### src/design/dmxsr_pkg.sv
package dmxsr_pkg;

   // line event codes carried in the cmd field
   localparam logic [2:0] CMD_BYTE  = 3'd0;
   localparam logic [2:0] CMD_BREAK = 3'd1;
   localparam logic [2:0] CMD_IDLE  = 3'd2;
   localparam logic [2:0] CMD_READ  = 3'd3;
   localparam logic [2:0] CMD_TICK  = 3'd4;

   localparam int unsigned CMD_W     = 3;
   localparam int unsigned BYTE_W    = 8;
   localparam int unsigned CHAN_W    = 10;
   localparam int unsigned TIMEOUT_W = 16;
   localparam int unsigned STATE_W   = 2;

   // the read channel is clamped to 1..512, so entries span 512
   localparam int unsigned STORE_DEPTH = 512;
   localparam int unsigned ADDR_W      = $clog2(STORE_DEPTH);
   localparam int unsigned FILL_W      = $clog2(STORE_DEPTH + 1);

   localparam logic [TIMEOUT_W-1:0] TIMEOUT_RESET = 16'd500;
   localparam logic [TIMEOUT_W-1:0] TICKS_MAX     = '1;

   typedef struct packed {
      logic              en;
      logic [ADDR_W-1:0] addr;
      logic [BYTE_W-1:0] data;
   } store_wr_type;

   typedef struct packed {
      logic               healthy;
      logic [STATE_W-1:0] frame_state;
   } frame_status_type;

   // channel 0 reads channel 1, channels above the store read its last entry
   function automatic logic [ADDR_W-1:0] clamp_entry(input logic [CHAN_W-1:0] chan);
      logic [ADDR_W-1:0] entry;
      entry = '0;
      if (chan == '0) begin
         entry = '0;
      end else if (chan > CHAN_W'(STORE_DEPTH)) begin
         entry = ADDR_W'(STORE_DEPTH - 1);
      end else begin
         entry = ADDR_W'(chan - CHAN_W'(1));
      end
      return entry;
   endfunction

endpackage

### src/design/dmxsr_slot_store.sv
module dmxsr_slot_store import dmxsr_pkg::*; #(
   parameter int unsigned DEPTH = 512
) (
   input  logic                clock,
   input  logic                reset,
   input  store_wr_type        wr,
   input  logic                rd_en,
   input  logic [ADDR_W-1:0]   rd_addr,
   output logic [BYTE_W-1:0]   rd_data,
   output logic                rd_hit
);

   logic [BYTE_W-1:0] mem [DEPTH];
   logic [BYTE_W-1:0] rd_data_ff;
   logic              rd_hit_ff;
   logic              rd_hit_in;
   logic [FILL_W-1:0] fill_ff;
   logic [FILL_W-1:0] fill_in;
   logic [ADDR_W-1:0] rd_index;

   // slots are always written in order from entry 0, so every entry below
   // the fill mark has been written and every entry at or above it reads with rd_hit low
   always_comb begin
      fill_in = fill_ff;
      if (wr.en && (FILL_W'(wr.addr) == fill_ff)) begin
         fill_in = fill_ff + FILL_W'(1);
      end
   end

   assign rd_hit_in = (FILL_W'(rd_addr) < fill_ff);
   assign rd_index  = (FILL_W'(rd_addr) < FILL_W'(DEPTH)) ? rd_addr : '0;

   always_ff @(posedge clock) begin
      if (wr.en) begin
         mem[wr.addr] <= wr.data;
      end
      if (rd_en) begin
         rd_data_ff <= mem[rd_index];
      end
   end

   always_ff @(posedge clock) begin
      if (reset) begin
         fill_ff   <= '0;
         rd_hit_ff <= 1'b0;
      end else begin
         fill_ff <= fill_in;
         if (rd_en) begin
            rd_hit_ff <= rd_hit_in;
         end
      end
   end

   assign rd_data = rd_data_ff;
   assign rd_hit  = rd_hit_ff;

endmodule

### config.mk
export PLATFORM = sky130hd
export DESIGN_NAME = dmxsr_slot_store
export DESIGN_NICKNAME = d
export VERILOG_FILES = /design/src/design/dmxsr_pkg.sv /design/src/design/dmxsr_slot_store.sv
export SDC_FILE = /design/constraint.sdc
export NUM_CORES = 2
export LEC_CHECK = 0
export ABC_AREA = 0
export BUFFER_PORTS_ARGS = -buffer_cell sky130_fd_sc_hd__buf_4
export CAP_MARGIN = 10
export CORE_UTILIZATION = 50
export CTS_CLUSTER_SIZE = 25
export DETAILED_ROUTE_END_ITERATION = 10
export PLACE_DENSITY_LB_ADDON = 0.25
export RECOVER_POWER = 25
export SYNTH_ARGS = -nofsm -noshare
export SYNTH_HDL_FRONTEND = slang
export SYNTH_SLANG_ARGS = --single-unit
### constraint.sdc
create_clock -name clock -period 4.2 [get_ports clock]
set_clock_uncertainty 0.05 [all_clocks]
set_input_delay 0.42 -clock clock [delete_from_list [all_inputs] [get_ports clock]]
set_output_delay 0.42 -clock clock [all_outputs]
set_load 0.1 [all_outputs]
==> impl_summary.md <==
Status
The flow ran to the end, but the final reports show violations. The final reports fail on max-capacitance violations, max-slew violations.

Place
At the end of routability-driven placement, the weighted congestion stood at around 0.84. In this run, placement finished with an instance count of 11600. Summed over all nets, the half-perimeter wirelength after detailed placement is 243000 microns. The number of input and output port buffers inserted is 38.

Drt
The count of nets left with antenna violations after detail routing is 0. The detailed-route wire length is 393000 microns. Detailed routing inserted a total of a little under 80000 vias. The number of detailed-route iterations in the first pass is 5. The number of vias per cell is 6.29.

For this run, design rule violations remaining after detail routing come to 0. Dividing the detail-routed wire length by the instance count gives 31.9 microns. For this block, the initial DRC count from the detailed router was 9500.

Yosys
The area of the mapped netlist is 0.159 sq mm. Yosys printed 0 warnings. The number of distinct library cell variants in the gate-level netlist after synthesis is 47.

The mean instance size in the synthesized netlist is 22.2 sq um. Of the post-synthesis cell area, the dominant cell type holds ~78%. The sequential share of the synthesized area is around 78%. Yosys attributes the largest share of cell area to sky130_fd_sc_hd__edfxtp_1, sky130_fd_sc_hd__mux4_2, sky130_fd_sc_hd__nor2_1. For this run, asynchronously set or reset flops after synthesis account for 0%. The number of enable flip-flop cells after synthesis is 4104. When the netlist entered floorplanning its net count stood at slightly above 7000. The prevailing post-synth register cell is sky130_fd_sc_hd__edfxtp_1.

The cell count after synthesis came out at 7176. The post-synthesis register bit count is 4115. The biggest area consumer among synthesized cells is sky130_fd_sc_hd__edfxtp_1.

Floorplan
The die width is 566 microns. The die is around 570 microns tall. The floorplan step defined a die boundary enclosing 0.320 sq mm.

The I/O pin count is 39. The placeable core region is 0.315 sq mm. The row count is 206.

Once the floorplan was initialized, standard cells occupied between 50% and 60% of the core.

STA
The number of slew-limit violations in the final report was 1184. The routed design could run at a clock period as short as 3790 ps. The post-route worst hold slack is 95.3 ps. The final period utilization is between 90% and 100%.

The number of hold violations in the final report is 0. The top achievable clock speed is 264 MHz. Setup repair after global routing left no endpoint under its margin. The setup-violating endpoint count in the final report is 0. For the pin with the worst max-slew slack, the measured transition is 3700 ps.

Measured against its own limit, the worst slew margin works out to -147%.

Clock tree
After clock tree synthesis, the clock-pin slew on the worst setup and hold paths is 60 ps. Clock latency on the worst-skew pair, taken at its later pin, is ~960 ps. Counting along the longest clock path gives a buffer depth of 4.

TritonCTS built the clock tree. The tree is rooted in a sky130_fd_sc_hd__clkbuf_16. The number of resized instances in the post-cts repair step is 0. The clock buffer count from CTS is 401.

The buffer count from post-CTS setup fixing is 0. The number of clock sinks seen by CTS is just over 4000. The maximum level of the CTS H-tree is 5.

GRT
The first global-routing pass estimated 566000 microns of wire. The pin count of the biggest net entering global routing is roughly 130. The number of global-route vias before repair is roughly 79000. For this run the aggregate overflow at the end of global routing stands at 0. The overall routing resource usage is 24.5%.

The initial antenna violation count is 13.

Setup path
The critical path class is in -> reg. The largest fanout on the critical path is 104. STA classifies the critical path startpoint as an input port.

STA puts the critical path data required time at 4710 ps. At the worst endpoint, the arrival time is 4300 ps. STA classifies the critical path endpoint as a register.

Layout
The total number of nets in the final design is 7878. The count of fill cells added during filler insertion is 22700. The proportion of layout cells with a drive suffix above 1 is 30.2%.

The library cell used most frequently in the layout, excluding fill and tap cells, is sky130_fd_sc_hd__edfxtp_1. The non-filler instance count after layout is 12300. In the layout the commonest cells are sky130_fd_sc_hd__edfxtp_1, sky130_fd_sc_hd__mux4_2, sky130_fd_sc_hd__buf_4. The layout overhead on the synthesized area is 14.4%.

Run
The tool flagged a number of max-cap violations equal to 13.

Pwr
VDD sags by at most around 0.36 mV. The leakage power total is 56.9 nW. The total power per unit cell area is 472 mW/mm^2.

Min path
The class of the worst hold path is in -> reg.
-- where the power goes --
group	internal (mW)	switching, mW	leakage (nW)
sequential	45.2	0.0363	37.0
clock	20.8	15.4	6.43
combinational	1.60	2.76	13.5
total	67.6	18.2	56.9
-- layer usage --
| layer | global-route usage, % | part of all wire, % | vias up |
|---|---|---|---|
| li1 | - | - | 31700 |
| met1 | 35.0 | 40 | 41500 |
| met2 | 38.9 | 48 | 3689 |
| met3 | 3.96 | 8.8 | 628 |
| met4 | 7.62 | 3.3 | 4 |
| met5 | 0 | 0.0061 | - |
-- what timing repair did --
action	in CTS	in global routing
endpoints found under the setup margin	0	0
endpoints found under the hold margin	308	0
hold buffers	16	0
-- cell families after synthesis --
group | share of synthesized area [%]
DFF | 77.7
muxes | 16.4
and+or+nand+nor | 1.89
AOI/OAI and AO/OA | 2.40
buffers and inverters | 1.50
xor gates and xnor gates | 0.0937
adders and majority gates | 0.0708
-- synthesized netlist by cell type, types with 15 or more instances --
cell                        count
sky130_fd_sc_hd__a21oi_1       17
sky130_fd_sc_hd__a221oi_1      92
sky130_fd_sc_hd__a22oi_1       23
sky130_fd_sc_hd__a311oi_1      15
sky130_fd_sc_hd__buf_1         45
sky130_fd_sc_hd__buf_2         95
sky130_fd_sc_hd__buf_4         63
sky130_fd_sc_hd__buf_6         33
sky130_fd_sc_hd__clkbuf_1     226
sky130_fd_sc_hd__edfxtp_1    4104
sky130_fd_sc_hd__mux2_2       125
sky130_fd_sc_hd__mux2i_1      154
sky130_fd_sc_hd__mux4_2      1025
sky130_fd_sc_hd__nand2_1       97
sky130_fd_sc_hd__nand3_1       26
sky130_fd_sc_hd__nor2_1       560
sky130_fd_sc_hd__nor4_1        16
sky130_fd_sc_hd__o2111ai_1     15
sky130_fd_sc_hd__o21ai_0      110
sky130_fd_sc_hd__o221ai_1      95
sky130_fd_sc_hd__o22a_1        75
sky130_fd_sc_hd__o22ai_1       54
sky130_fd_sc_hd__xnor2_1       16
-- final timing paths --
kind	start	to	slack, ps	depth (start not counted)
max	wr[1]	mem[109][1]	410	3
min reg2reg	fill_ff[9]	fill_ff[9]	480	2
min	wr[13]	fill_ff[2]	100	7
max reg2reg	mem[404][4]	rd_data[4]	590	7
-- through the flow --
stage	power, mW	setup TNS [ps]	util [%]	setup WS, ps	instance area [sq um]
floorplan	48.3	0	-	1380	159000
global placement	50.4	-4480	53.4	-924	169000
detailed placement	50.5	-2180	53.5	-428	169000
CTS	86.3	0	57.7	555	182000
global route	87.9	0	57.6	241	182000
finish	85.8	0	57.6	413	182000
-- state kept, by name (all words and copies together), names as in the netlist --
signal and cells:
mem 4096, rd_data 8, rd_hit 1, fill_ff 10
-- worst max-delay path: stages --
cell and delay, ps:
sky130_fd_sc_hd__dlygate4sd3_1 530, sky130_fd_sc_hd__clkbuf_2 2040, sky130_fd_sc_hd__clkbuf_2 1080
-- area by class of cell --
type	instances	area [sq um]	area share (%)
Sequential cell	4115	123000	67.9
Multi-Input combinational cell	2587	33300	18.3
Clock buffer	464	10300	5.69
Timing Repair Buffer	722	6540	3.60
Tap cell	4160	5200	2.86
Clock inverter	268	2860	1.58
Inverter	12	52.6	0.0289
Antenna cell	4	10.0	0.00551
No activity file was read; power rests on OpenSTA's default activity.
