===== src/design/dmxsr_pkg.sv =====
package dmxsr_pkg;

   // line event codes carried in the cmd field
   localparam logic [2:0] CMD_BYTE  = 3'd0;
   localparam logic [2:0] CMD_BREAK = 3'd1;
   localparam logic [2:0] CMD_IDLE  = 3'd2;
   localparam logic [2:0] CMD_READ  = 3'd3;
   localparam logic [2:0] CMD_TICK  = 3'd4;

   localparam int unsigned CMD_W     = 3;
   localparam int unsigned BYTE_W    = 8;
   localparam int unsigned CHAN_W    = 10;
   localparam int unsigned TIMEOUT_W = 16;
   localparam int unsigned STATE_W   = 2;

   // the read channel is clamped to 1..512, so entries span 512
   localparam int unsigned STORE_DEPTH = 512;
   localparam int unsigned ADDR_W      = $clog2(STORE_DEPTH);
   localparam int unsigned FILL_W      = $clog2(STORE_DEPTH + 1);

   localparam logic [TIMEOUT_W-1:0] TIMEOUT_RESET = 16'd500;
   localparam logic [TIMEOUT_W-1:0] TICKS_MAX     = '1;

   typedef struct packed {
      logic              en;
      logic [ADDR_W-1:0] addr;
      logic [BYTE_W-1:0] data;
   } store_wr_type;

   typedef struct packed {
      logic               healthy;
      logic [STATE_W-1:0] frame_state;
   } frame_status_type;

   // channel 0 reads channel 1, channels above the store read its last entry
   function automatic logic [ADDR_W-1:0] clamp_entry(input logic [CHAN_W-1:0] chan);
      logic [ADDR_W-1:0] entry;
      entry = '0;
      if (chan == '0) begin
         entry = '0;
      end else if (chan > CHAN_W'(STORE_DEPTH)) begin
         entry = ADDR_W'(STORE_DEPTH - 1);
      end else begin
         entry = ADDR_W'(chan - CHAN_W'(1));
      end
      return entry;
   endfunction

endpackage


===== src/design/dmxsr_frame_ctrl.sv =====
module dmxsr_frame_ctrl import dmxsr_pkg::*; #(
   parameter int unsigned SLOT_COUNT = 512
) (
   input  logic                 clock,
   input  logic                 reset,
   input  logic                 accept,
   input  logic [CMD_W-1:0]     cmd,
   input  logic [BYTE_W-1:0]    data_byte,
   input  logic                 timeout_we,
   input  logic [TIMEOUT_W-1:0] timeout_wdata,
   output store_wr_type         wr,
   output frame_status_type     status_next
);

   localparam int unsigned IDX_W = $clog2(SLOT_COUNT + 1);

   typedef enum logic [STATE_W-1:0] {
      MODE_IDLE       = 2'd0,
      MODE_WAIT_START = 2'd1,
      MODE_SLOTS      = 2'd2
   } mode_type;

   mode_type             mode_ff, mode_in;
   logic [IDX_W-1:0]     slot_index_ff, slot_index_in;
   logic [TIMEOUT_W-1:0] ticks_ff, ticks_in;
   logic [TIMEOUT_W-1:0] timeout_ff, timeout_in;

   always_comb begin
      mode_in       = mode_ff;
      slot_index_in = slot_index_ff;
      ticks_in      = ticks_ff;
      timeout_in    = timeout_we ? timeout_wdata : timeout_ff;
      wr.en         = 1'b0;
      wr.addr       = ADDR_W'(slot_index_ff);
      wr.data       = data_byte;
      if (accept) begin
         case (cmd)
            CMD_BYTE: begin
               unique case (mode_ff)
                  MODE_WAIT_START: begin
                     // only a zero start code opens a frame
                     if (data_byte == '0) begin
                        mode_in       = MODE_SLOTS;
                        slot_index_in = '0;
                        ticks_in      = '0;
                     end
                  end
                  MODE_SLOTS: begin
                     if (slot_index_ff < IDX_W'(SLOT_COUNT)) begin
                        wr.en         = 1'b1;
                        slot_index_in = slot_index_ff + IDX_W'(1);
                     end
                  end
                  default: begin
                  end
               endcase
            end
            CMD_BREAK: mode_in = MODE_WAIT_START;
            CMD_READ: begin
            end
            CMD_TICK: begin
               if (ticks_ff != TICKS_MAX) begin
                  ticks_in = ticks_ff + TIMEOUT_W'(1);
               end
            end
            default: mode_in = MODE_IDLE;
         endcase
      end
      status_next.healthy     = (ticks_in < timeout_ff);
      status_next.frame_state = mode_in;
   end

   always_ff @(posedge clock) begin
      if (reset) begin
         mode_ff       <= MODE_IDLE;
         slot_index_ff <= '0;
         ticks_ff      <= '0;
         timeout_ff    <= TIMEOUT_RESET;
      end else begin
         mode_ff       <= mode_in;
         slot_index_ff <= slot_index_in;
         ticks_ff      <= ticks_in;
         timeout_ff    <= timeout_in;
      end
   end

endmodule


===== config.mk =====
export PLATFORM = sky130hd
export DESIGN_NAME = dmxsr_frame_ctrl
export DESIGN_NICKNAME = d
export VERILOG_FILES = /design/src/design/dmxsr_pkg.sv /design/src/design/dmxsr_frame_ctrl.sv
export SDC_FILE = /design/constraint.sdc
export NUM_CORES = 1
export LEC_CHECK = 0
export BUFFER_PORTS_ARGS = -buffer_cell sky130_fd_sc_hd__buf_2
export CAP_MARGIN = 10
export CORE_AREA = 8 8 103 77
export DETAILED_ROUTE_END_ITERATION = 8
export DIE_AREA = 0 0 111 85
export MAX_ROUTING_LAYER = met4
export PLACE_DENSITY = 0.7
export REMOVE_ABC_BUFFERS = 1
export SLEW_MARGIN = 30
export SYNTH_ARGS = -nofsm -noshare
export SYNTH_HDL_FRONTEND = slang
export SYNTH_SLANG_ARGS = --single-unit

===== constraint.sdc =====
create_clock -name clock -period 7.6 [get_ports clock]
set_input_delay 0.38 -clock clock [delete_from_list [all_inputs] [get_ports clock]]
set_output_delay 0.38 -clock clock [all_outputs]
set_load 0.02 [all_outputs]

==> flow_summary_export.csv <==
group,metric,value,unit
floorplan,rows,25,
synth,synthTopCellsByCount,"dfxtp_1 (44), nand2_1 (39), a21oi_1 (25), inv_1 (24), nor2_1 (21)",
clocking,htreeDepth,2,
critical_path,cp.depth,11,
pwr,netSwitchingPower,0.115,mW
grt,antenna_found_initial,0,
drt,vias,2473,
drt,wire_per_inst,14.5,µm
timing,tns,0,ns
clocking,cts_resized,0,
floorplan,coreArea,6410,µm²
pwr,p_leak,1.30,nW
critical_path,cp_cell_sequence,"nand4_1 > nor3_2 > nand4_1 > or3_1 > nand2_1 > ha_1 > and4_1 > a221oi_1 > nand3_1 > o211ai_1 > buf_2",
synth,synth_cell_type_count,52,
grt,grt_max_degree,23,
synth,synth-edff-count,0,
flow_run,max_cap_viol_count,0,
timing,period_share,52.9,%
critical_path,crit_slowest_cell,"a221oi_1",
clocking,cts_setup_buffers,0,
pwr,power.total,0.444,mW
timing,rsz0062_at_grt,"no",
final_layout,nets,414,
timing,min_period,4.02,ns
synth,ys_ff_latch,44,
final_layout,diodes,0,
placement,portBuffers,51,
drt,final_antenna_net_count,0,
synth,seq_area_frac_synth,32.0,%
timing,report.final.slew_viol_count,0,
grt,gr-usage-all-layers,14.0,%
synth,syn-cell-area,2750,µm²
synth,yosys_warnings,0,
drt,drt_pass1_iterations,5,
floorplan,die_height,85,µm
drt,viasPerCell,5.52,
critical_path,critical-path-top-delay-family,"simple AND/OR/NAND/NOR gates",
clocking,hold_buffers,0,
pwr,seq_power_share,53.7,%
timing,fmax,249,MHz
synth,synth_cells,335,
timing,skew,0.00839,ns
critical_path,reg2regPathDepth,5,
drt,route.detailed.drc,0,
synth,syn_avg_cell_area,8.22,µm²
clocking,clk-insertion-delay-late,0.30,ns
floorplan,ios,52,
synth,yosysTopAreaCell,"dfxtp_1",
timing,maxSlewHeadroom,61.2,%
synth,synth_area_leaders,"dfxtp_1 (32%), ha_1 (7.7%), nand2_1 (5.3%)",
critical_path,cp.arrival,3.64,ns
synth,synth_top_area_share,32.0,%
clocking,clk_path_buf_depth,2,
floorplan,die_width,111,µm
min_path,worstHoldPathType,"input pin to register",
critical_path,r2r_slack,5.55,ns
timing,tightest_slew,0.578,ns
pwr,intPower,0.329,mW
placement,hpwl,5.04,mm
final_layout,area_growth,10.0,%
grt,grt_pass1_wl,10.9,mm
synth,yosys.cell_count.top_type,"dfxtp_1",
pwr,clkPwrFrac,35.7,%
clocking,cts_tree,"built",
synth,synthFlopType,"dfxtp_1",
floorplan,initial_utilization,42.9,%
critical_path,worst_setup_path_end_kind,"output port",
critical_path,cp_max_fo,8,
clocking,root_buffer,"clkbuf_8",
pwr,power_frac_comb,10.6,%
pwr,power-per-cell-area,147,nW/µm²
grt,grt_pass1_vias,2263,
clocking,clk_pin_slew,0.09,ns
critical_path,cp_common_cell,"nand4_1",
grt,gr-total-overflow,0,
drt,wirelength,6.50,mm
critical_path,path_buf_inv,1,
min_path,min_path_cells,3,
critical_path,crit_type,"register to output port",
drt,drt_iter0_drc,154,
pwr,swShare,26.0,%
pwr,worst_ir_drop_vdd,0.0686,mV
synth,async_reset_ff_share,0,%
timing,hold_viol_final,0,
floorplan,die_area,9440,µm²
final_layout,drive_gt1_share,18.3,%
critical_path,critPathMaxStageDelay,0.49,ns
status,status,"completed",
timing,setup_viol,0,
placement,place_congestion,0.922,
clocking,cts_buffers,5,
clocking,cts_sinks,44,
critical_path,worst_setup_path_start_kind,"register",
critical_path,crit_required,7.22,ns
==> per-stage QoR <==
| step | std cells | util (%) | setup WS, ns | cell area [µm²] | hold slack [ns] |
|---|---|---|---|---|---|
| after floorplan | 308 | - | 4.43 | 2580 | 0.426 |
| after global placement | 440 | 45.8 | 3.97 | 2940 | 0.439 |
| after detailed placement | 440 | 45.8 | 3.95 | 2940 | 0.449 |
| after CTS | 448 | 47.2 | 3.61 | 3030 | 0.289 |
| after global routing | 448 | 47.2 | 3.33 | 3030 | 0.285 |
| final | 448 | 47.2 | 3.58 | 3030 | 0.293 |
==> cell families after synthesis <==
group                    count (synthesis)  share of synthesized area (%)
buffers and inverters                   51                           9.59
AO/OA/AOI/OAI                           81                           19.3
flip-flops                              44                           32.0
XOR/XNOR                                 1                          0.318
multiplexers                            13                           4.73
adder cells (fa/ha/maj)                 17                           7.73
AND/OR/NAND/NOR                        128                           26.4
==> area by class of cell <==
class / count / area [µm²]
Multi-Input combinational cell: 240 / 1610
Clock inverter: 1 / 7.51
Sequential cell: 44 / 881
Timing Repair Buffer: 51 / 255
Clock buffer: 7 / 86.3
Fill cell: 640 / 3380
Inverter: 24 / 90.1
Tap cell: 81 / 101
==> worst min-delay path, cell delays in order <==
cell,delay [ns]
buf_2,0.07
nand2_1,0.04
o211ai_1,0.06
==> power groups by stage <==
| stage | registers [mW] | logic [mW] | clock network [mW] |
|---|---|---|---|
| 6_report | 0.238 | 0.0473 | 0.158 |
| 5_1_grt | 0.239 | 0.0536 | 0.173 |
| 4_1_cts | 0.239 | 0.0478 | 0.162 |
| 3_5_place_dp | 0.244 | 0.0475 | 0 |
| 3_3_place_gp | 0.244 | 0.0465 | 0 |
| 2_1_floorplan | 0.243 | 0.0216 | 0 |
==> routing by layer <==
metal  vias up  global-route usage, %  part of all wire, %
li1       1274                      -                    -
met1      1135                   18.8                   50
met2        56                   20.4                   44
met3         8                   2.96                  5.2
met4         0                   4.52                 0.97
met5         -                      -                    0
==> placed cells by master, fill, tap and decap left out, drive strengths merged, types with 2 or more instances in the layout <==
cell    instances
buf            51
dfxtp          44
nand2          39
a21oi          25
inv            24
nor2           21
ha             17
nand3          15
o21ai          15
mux2i          13
and2           10
o211ai          9
nand4           8
or4             7
clkbuf          7
o31ai           6
and4            5
or3             5
a31oi           5
nor4            4
and3            3
nor3            3
o21a            2
a21o            2
a22o            2
a41oi           2
a32o            2
a211oi          2
a311oi          2
nor4b           2
nor3b           2
==> final timing paths <==
check | startpoint | to
worst min-delay path | timeout_wdata[2] | timeout_ff[2]
worst max-delay path | ticks_ff[3] | status_next[2]
worst max register to register | ticks_ff[3] | ticks_ff[10]
worst min register to register | slot_index_ff[9] | slot_index_ff[9]
==> state kept, by name, indices dropped and copies added (netlist names) <==
register,flops
mode_ff,2
ticks_ff,16
timeout_ff,16
slot_index_ff,10
Power figures use the tool's default switching activity.
